===== src/rtl/srp_pkg.sv =====
package srp_pkg;

    localparam int          DIM      = 7;
    localparam int          W_RES    = 30;
    localparam int          W_IDX    = 3;
    localparam int          W_BANK   = 2;
    localparam int          W_ADDR   = W_BANK + 2 * W_IDX;
    localparam int          W_OPND   = 32;

    localparam logic [W_RES-1:0] P_MOD   = 30'd1000000007;
    localparam logic [63:0]      BAR_NUM = 64'h4000_0000_0000_0000;
    localparam logic [32:0]      BAR_M   = 33'(BAR_NUM / 64'(P_MOD));

    typedef logic [W_RES-1:0]  t_res;
    typedef logic [W_IDX-1:0]  t_idx;
    typedef logic [W_BANK-1:0] t_bank;
    typedef logic [W_ADDR-1:0] t_addr;
    typedef logic [W_OPND-1:0] t_opnd;

    typedef enum logic [1:0] {
        K_RED   = 2'd0,
        K_CROSS = 2'd1,
        K_MAT   = 2'd2,
        K_DOT   = 2'd3
    } t_kind;

    typedef struct packed {
        t_kind kind;
        t_idx  i;
        t_idx  j;
        logic  first;
        logic  last;
    } t_tag;

    typedef struct packed {
        logic [63:0] step_count;
        logic [31:0] a_start;
        logic [31:0] a_mul;
        logic [31:0] a_add;
        logic [31:0] b_start;
        logic [31:0] b_mul;
        logic [31:0] b_add;
    } t_in_item;

    typedef struct packed {
        logic [29:0] product_sum;
    } t_out_item;

endpackage


===== src/rtl/srp_mulmod.sv =====
module srp_mulmod import srp_pkg::*; (
    input  logic  i_clk,
    input  logic  i_rst_n,
    input  logic  i_vld,
    input  t_opnd i_a,
    input  t_opnd i_b,
    input  t_tag  i_tag,
    output logic  o_vld,
    output t_res  o_res,
    output t_tag  o_tag
);

    logic [3:0]  r_vld;
    logic [59:0] r_x1;
    logic [30:0] r_q2;
    logic [31:0] r_xl2;
    logic [31:0] r_qp3;
    logic [31:0] r_xl3;
    t_res        r_res;
    t_tag        r_tag [0:3];

    logic [63:0] w_prod;
    logic [64:0] w_tm;
    logic [60:0] w_qp;
    logic [31:0] w_d;
    logic [31:0] w_dc;

    assign w_prod = i_a * i_b;
    assign w_tm   = r_x1[59:28] * BAR_M;
    assign w_qp   = r_q2 * P_MOD;
    assign w_d    = r_xl3 - r_qp3;
    assign w_dc   = (w_d >= {2'b00, P_MOD}) ? (w_d - {2'b00, P_MOD}) : w_d;

    always_ff @(posedge i_clk) begin
        if (!i_rst_n) begin
            r_vld <= '0;
        end else begin
            r_vld <= {r_vld[2:0], i_vld};
        end
    end

    always_ff @(posedge i_clk) begin
        r_x1     <= w_prod[59:0];
        r_tag[0] <= i_tag;
        r_q2     <= w_tm[64:34];
        r_xl2    <= r_x1[31:0];
        r_tag[1] <= r_tag[0];
        r_qp3    <= w_qp[31:0];
        r_xl3    <= r_xl2;
        r_tag[2] <= r_tag[1];
        r_res    <= w_dc[W_RES-1:0];
        r_tag[3] <= r_tag[2];
    end

    assign o_vld = r_vld[3];
    assign o_res = r_res;
    assign o_tag = r_tag[3];

endmodule


===== config.mk =====
export PLATFORM = sky130hd
export DESIGN_NAME = srp_mulmod
export DESIGN_NICKNAME = d
export VERILOG_FILES = /design/src/rtl/srp_pkg.sv /design/src/rtl/srp_mulmod.sv
export SDC_FILE = /design/constraint.sdc
export NUM_CORES = 2
export LEC_CHECK = 0
export BUFFER_PORTS_ARGS = -buffer_cell sky130_fd_sc_hd__clkbuf_2
export CORE_ASPECT_RATIO = 0.8
export CORE_UTILIZATION = 60
export DETAILED_ROUTE_END_ITERATION = 10
export PLACE_DENSITY = 0.88
export SYNTH_ARGS = -nofsm -noshare
export SYNTH_HDL_FRONTEND = slang
export SYNTH_SLANG_ARGS = --single-unit

===== constraint.sdc =====
create_clock -name i_clk -period 7.3 [get_ports i_clk]
set_input_delay 0.365 -clock i_clk [delete_from_list [all_inputs] [get_ports i_clk]]
set_output_delay 0.365 -clock i_clk [all_outputs]
set_load 0.005 [all_outputs]

; ---- After elaboration in Yosys (flattened, before gate mapping)
; Memory sizes are Yosys's and may differ from the RTL's.
; Cells that the tools add are included.
; Widths: inputs -> output; s select.
[word_totals]
ram_bits = 40
regBits = 221
n_memories = 1
out_inout_bits = 41
[memory_table]
columns = memory, depth, width, read_ports, rd_ports_with_merged_regs, wr, line_no
row1 = r_tag, 4, 10, 4, 0, 4, srp_mulmod.sv:20  ; t_tag r_tag [0:3];
[classes]
multipliers = 3
addsub = 2
n_lt_le_gt_ge = 1
n_mux = 1
[op_table]
columns = cell, count
row1 = $mul 32x32->64 const B, 1
row2 = $mul 32x32->60, 1
row3 = $ge 32x30->1 const B, 1
row4 = $mul 31x30->32 const B, 1
row5 = $sub 32x32->32, 1
row6 = $mux 30, 1
row7 = $sub 30x30->30 const B, 1

; ---- Logic depth before layout (Yosys ltp)
[depth]
word_depth = 3
ltp_mapped = 31
ltp_nobuf = 29

; ---- Least setup slack after synthesis
; Ideal clock, no wire load.
[synth_timing]
path_kind = reg-to-reg
start = register r_x1[44]
end = register r_q2[28]
path_slack_ps = -81
arrival_time_ps = 7309
setup_time_ps = 72
n_path_buf = 0
path_stages_with_launch = 26
cell_sequence = dfxtp_1 inv_1 fa_1 inv_1 fa_1 fa_1 fa_1 fa_1 inv_1 fa_1 inv_1 fa_1 inv_1 fa_1 inv_1 ha_1 and3_1 or3b_1 nor4_1 a221oi_1 a31o_2 nor4_1 nor3_1 o31a_1 o31ai_1 xor2_1
[synth_via]
elab_chain_cells = 1
[synth_rtl]
columns = item, line_no
row1 = from (decl), srp_mulmod.sv:14  ; logic [59:0] r_x1;
row2 = from (signal assigned), srp_mulmod.sv:43  ; r_x1 <= w_prod[59:0];
row3 = $mul 32x32->64, srp_mulmod.sv:29  ; assign w_tm = r_x1[59:28] * BAR_M;
row4 = via w_tm[62], srp_mulmod.sv:23  ; logic [64:0] w_tm;
row5 = to (signal assigned), srp_mulmod.sv:45  ; r_q2 <= w_tm[64:34];
row6 = to (decl), srp_mulmod.sv:15  ; logic [30:0] r_q2;
; The timed path passes the listed nets, and every way through them passes these cells.
; A chain may end at the register's enable or synchronous reset.

; ---- Worst setup path after layout
[layout_timing]
start = register r_x1[50]
end = register r_q2[28]
; Same word-level chain as after synthesis.

==> flow_metrics.py <==
metrics = {
    "timing": {
        "relSlewSlack_pct": 46.6,
        "hold_viol": 0,
        "final-setup-viol-count": 9,
        "max_freq_mhz": 132,
        "report.final.slew_viol_count": 0,
        "rsz0062_at_grt": "yes",
        "post-route-period-util_pct": 104,
        "setup_ws_ns": -0.283,
        "tightestPinTransition_ns": 0.799,
        "skew_ns": 0.0142,
        "finalCriticalPeriod_ns": 7.58,
    },
    "final_layout": {
        "drive_gt1_share_pct": 11.8,
        "finalInstanceArea_um2": 69800,
        "multiInputGateArea_um2": 50600,
        "syn_to_final_growth_pct": 11.8,
        "fin_nets": 9152,
        "fin_util_pct": 67.9,
        "fillers": 7065,
        "ff_latch_area_um2": 5250,
    },
    "yosys": {
        "synth_sequential_area_ratio_pct": 8.37,
        "muxShareOfSynthArea_pct": 0.0521,
        "synth_top_family_by_area": "adder cells",
        "syn_area_per_cell_um2": 9.69,
        "synth_edf_count": 0,
        "yosys.area_share.simple_pct": 11.4,
        "synth_ff_type": "dfxtp_1",
        "syn-num-nets": 8718,
        "synth_cells": 6443,
        "synth-xor-area-share_pct": 2.68,
        "synthAdderAreaFrac_pct": 60.5,
        "synth_compound_area_share_pct": 5.49,
        "syn_area_um2": 62400,
        "synth_cell_type_count": 83,
        "synth_warnings": 0,
        "ys_ff_latch": 261,
        "synthArstFlopShare_pct": 0,
    },
    "worst_setup_path": {
        "max_stage_delay_ns": 0.60,
        "worstPathMaxFanout": 4,
        "critPathTopFamily": "adder cells",
        "crit_arrival_ns": 8.09,
        "crit_type": "reg -> reg",
        "crit_required_ns": 7.81,
        "path_common_cell": "fa_1",
        "path_buf_inv": 7,
        "crit_path_end_kind": "flop",
        "crit_path_start_kind": "flop",
        "slowest_stage": "fa_2",
    },
    "min_path": {
        "hp-class": "in -> reg",
    },
    "place": {
        "post_dp_cell_area_um2": 67900,
        "dp_hpwl_mm": 145,
        "gp_congestion": 1.02,
        "numPortBuffers": 117,
    },
    "routing": {
        "dr.pass1.iters": 8,
        "ant_nets": 0,
        "drc": 0,
        "initialDrtViolationCount": 4547,
        "viasPerCell": 5.63,
        "wl_per_cell_um": 20.7,
        "vias": 46700,
        "wirelength_mm": 171,
    },
    "clocking": {
        "path_clk_slew_ns": 0.06,
        "clockRootBuffer": "clkbuf_16",
        "cts_max_path_buffers": 3,
        "clock_latency_ns": 0.58,
        "cts_tree": "built",
        "cts_sinks": 261,
        "htreeDepth": 1,
        "cts_buffers": 27,
    },
    "global_route": {
        "antenna_found_initial": 11,
        "grt_pass1_vias": 51100,
        "grt_first_pass_wirelength_mm": 269,
        "grt_remaining_overflow": 0,
        "grt_max_degree": 33,
        "grt_usage_pct": 32.6,
    },
    "status": {
        "violations": "setup timing",
        "status": "complete, but fails checks",
    },
    "die": {
        "dieArea_um2": 105000,
        "die_height_um": 291,
        "io_pins": 118,
        "coreArea_um2": 103000,
        "core.rowCount": 105,
        "die_w_um": 363,
        "initial_utilization_pct": 60.7,
    },
    "run": {
        "maxCapViolCount": 0,
    },
}
-- repair_timing --
action | in CTS | in global routing
setup endpoints to repair | 23 | 28
resized for setup | 88 | 149
setup buffers | 6 | 17
cloned | 0 | 0
hold buffers | 11 | 0
hold endpoints to repair | 11 | 0
pin swaps | 42 | 54
-- placed cells by master, fill, tap and decap left out, types with 18 or more instances in the layout --
cell	Yosys	routed
a211oi_1	19	19
a21o_1	93	93
a21oi_1	155	145
and2_1	593	593
and3_1	19	18
buf_12	0	33
buf_4	1	460
clkbuf_16	0	27
clkbuf_2	0	84
clkbuf_4	0	18
dfxtp_1	261	247
fa_1	1371	1352
fa_2	0	19
ha_1	827	815
inv_1	1683	1652
inv_2	0	28
nand2_1	514	514
nand2b_1	20	20
nand3_1	35	33
nand4_1	23	23
nor2_1	83	80
o21a_1	23	23
o21ai_0	70	60
o21bai_1	20	19
xnor2_1	124	123
xor2_1	67	67
-- cells by family (layout without fill, tap and decap cells) --
logic type                 Yosys count  count (layout)
AOI/OAI and AO/OA                  512             512
other                                0               4
DFF                                261             261
muxes                                3               3
buffers and inverters             1903            2357
xor gates and xnor gates           191             191
and+or+nand+nor                   1375            1375
adders and majority gates         2198            2198
-- layer usage --
| layer | track usage (%) | wire length, um | vias up |
|---|---|---|---|
| li1 | - | - | 20100 |
| met1 | 43.6 | 65800 | 23400 |
| met2 | 52.2 | 78400 | 2684 |
| met3 | 7.88 | 20000 | 536 |
| met4 | 11.2 | 7100 | 10 |
| met5 | 0 | 71 | - |
-- layout make-up --
type                            count  area share [%]
Tap cell                         1391            2.49
Inverter                         1683            9.06
Clock inverter                     14           0.190
Timing Repair Buffer              625            7.12
Sequential cell                   261            7.53
Antenna cell                        4          0.0143
Clock buffer                       35            1.07
Multi-Input combinational cell   4279            72.5
-- worst reg2reg max path, cell delays in order (launching register included) --
cell and delay (ns):
dfxtp_1 0.52, fa_1 0.53, inv_2 0.08, fa_1 0.20, inv_1 0.09, fa_2 0.60, inv_1 0.08, fa_1 0.52
inv_2 0.05, fa_1 0.50, inv_1 0.06, fa_1 0.56, fa_1 0.44, fa_1 0.51, inv_1 0.06, ha_4 0.29
nand3_4 0.06, or3b_4 0.42, nor4_4 0.35, a221oi_4 0.10, buf_6 0.16, a31o_4 0.26, nor4_4 0.23, nor3_4 0.09
o31a_1 0.39, o31ai_2 0.23, xor2_1 0.15
-- stage by stage --
stage          std cells  hold slack, ns  setup slack, ns  setup TNS [ns]
2_1_floorplan       6443           0.310          -0.0260         -0.0260
3_3_place_gp        8208           0.310           -0.667           -9.94
3_5_place_dp        8208           0.312           -0.948          -14.95
4_1_cts             8273         0.00348          -0.0675         -0.0920
5_1_grt             8289          0.0229           -0.456           -3.43
6_report            8292          0.0260           -0.283           -1.12
-- cell usage after synthesis (8+ instances only) --
cell type / count / area (um^2)
o211ai_1: 11 / 82.6
o31ai_1: 9 / 67.6
nand2_1: 514 / 1930
nand2b_1: 20 / 125
nor3_1: 19 / 95.1
xor2_1: 67 / 587
or3_1: 9 / 56.3
or2_2: 8 / 50.1
fa_1: 1371 / 27400
and2_1: 593 / 3710
inv_1: 1683 / 6320
a211oi_1: 19 / 143
ha_1: 827 / 10300
nand3_1: 35 / 175
a21oi_1: 155 / 776
and3_1: 19 / 119
a21o_1: 93 / 698
dfxtp_1: 261 / 5230
nand4_1: 23 / 144
xnor2_1: 124 / 1090
nor2b_1: 19 / 119
clkbuf_1: 213 / 800
nor2_1: 83 / 312
o21ai_0: 70 / 350
o21ai_1: 10 / 50.1
o21bai_1: 20 / 150
a31oi_1: 14 / 87.6
o21a_1: 23 / 173
-- state kept, by name, summed over array words and instances (netlist names) --
| register | count |
|---|---|
| r_x1 | 60 |
| r_q2 | 31 |
| o_res | 30 |
| r_tag | 40 |
| r_qp3 | 32 |
| r_vld | 4 |
| r_xl2 | 32 |
| r_xl3 | 32 |
-- worst paths after layout --
check | slack, ns | from | endpoint | cells after the start
worst max-delay path | -0.28 | r_x1[50] | r_q2[28] | 26
worst min-delay path | 0.03 | i_rst_n | r_vld[3] | 2
worst max register to register | -0.28 | r_x1[50] | r_q2[28] | 26
worst min register to register | 0.32 | r_xl2[26] | r_xl3[26] | 0
Power is not shown: default switching activity piles up to over one toggle a cycle in this logic, so the estimate is an artifact.
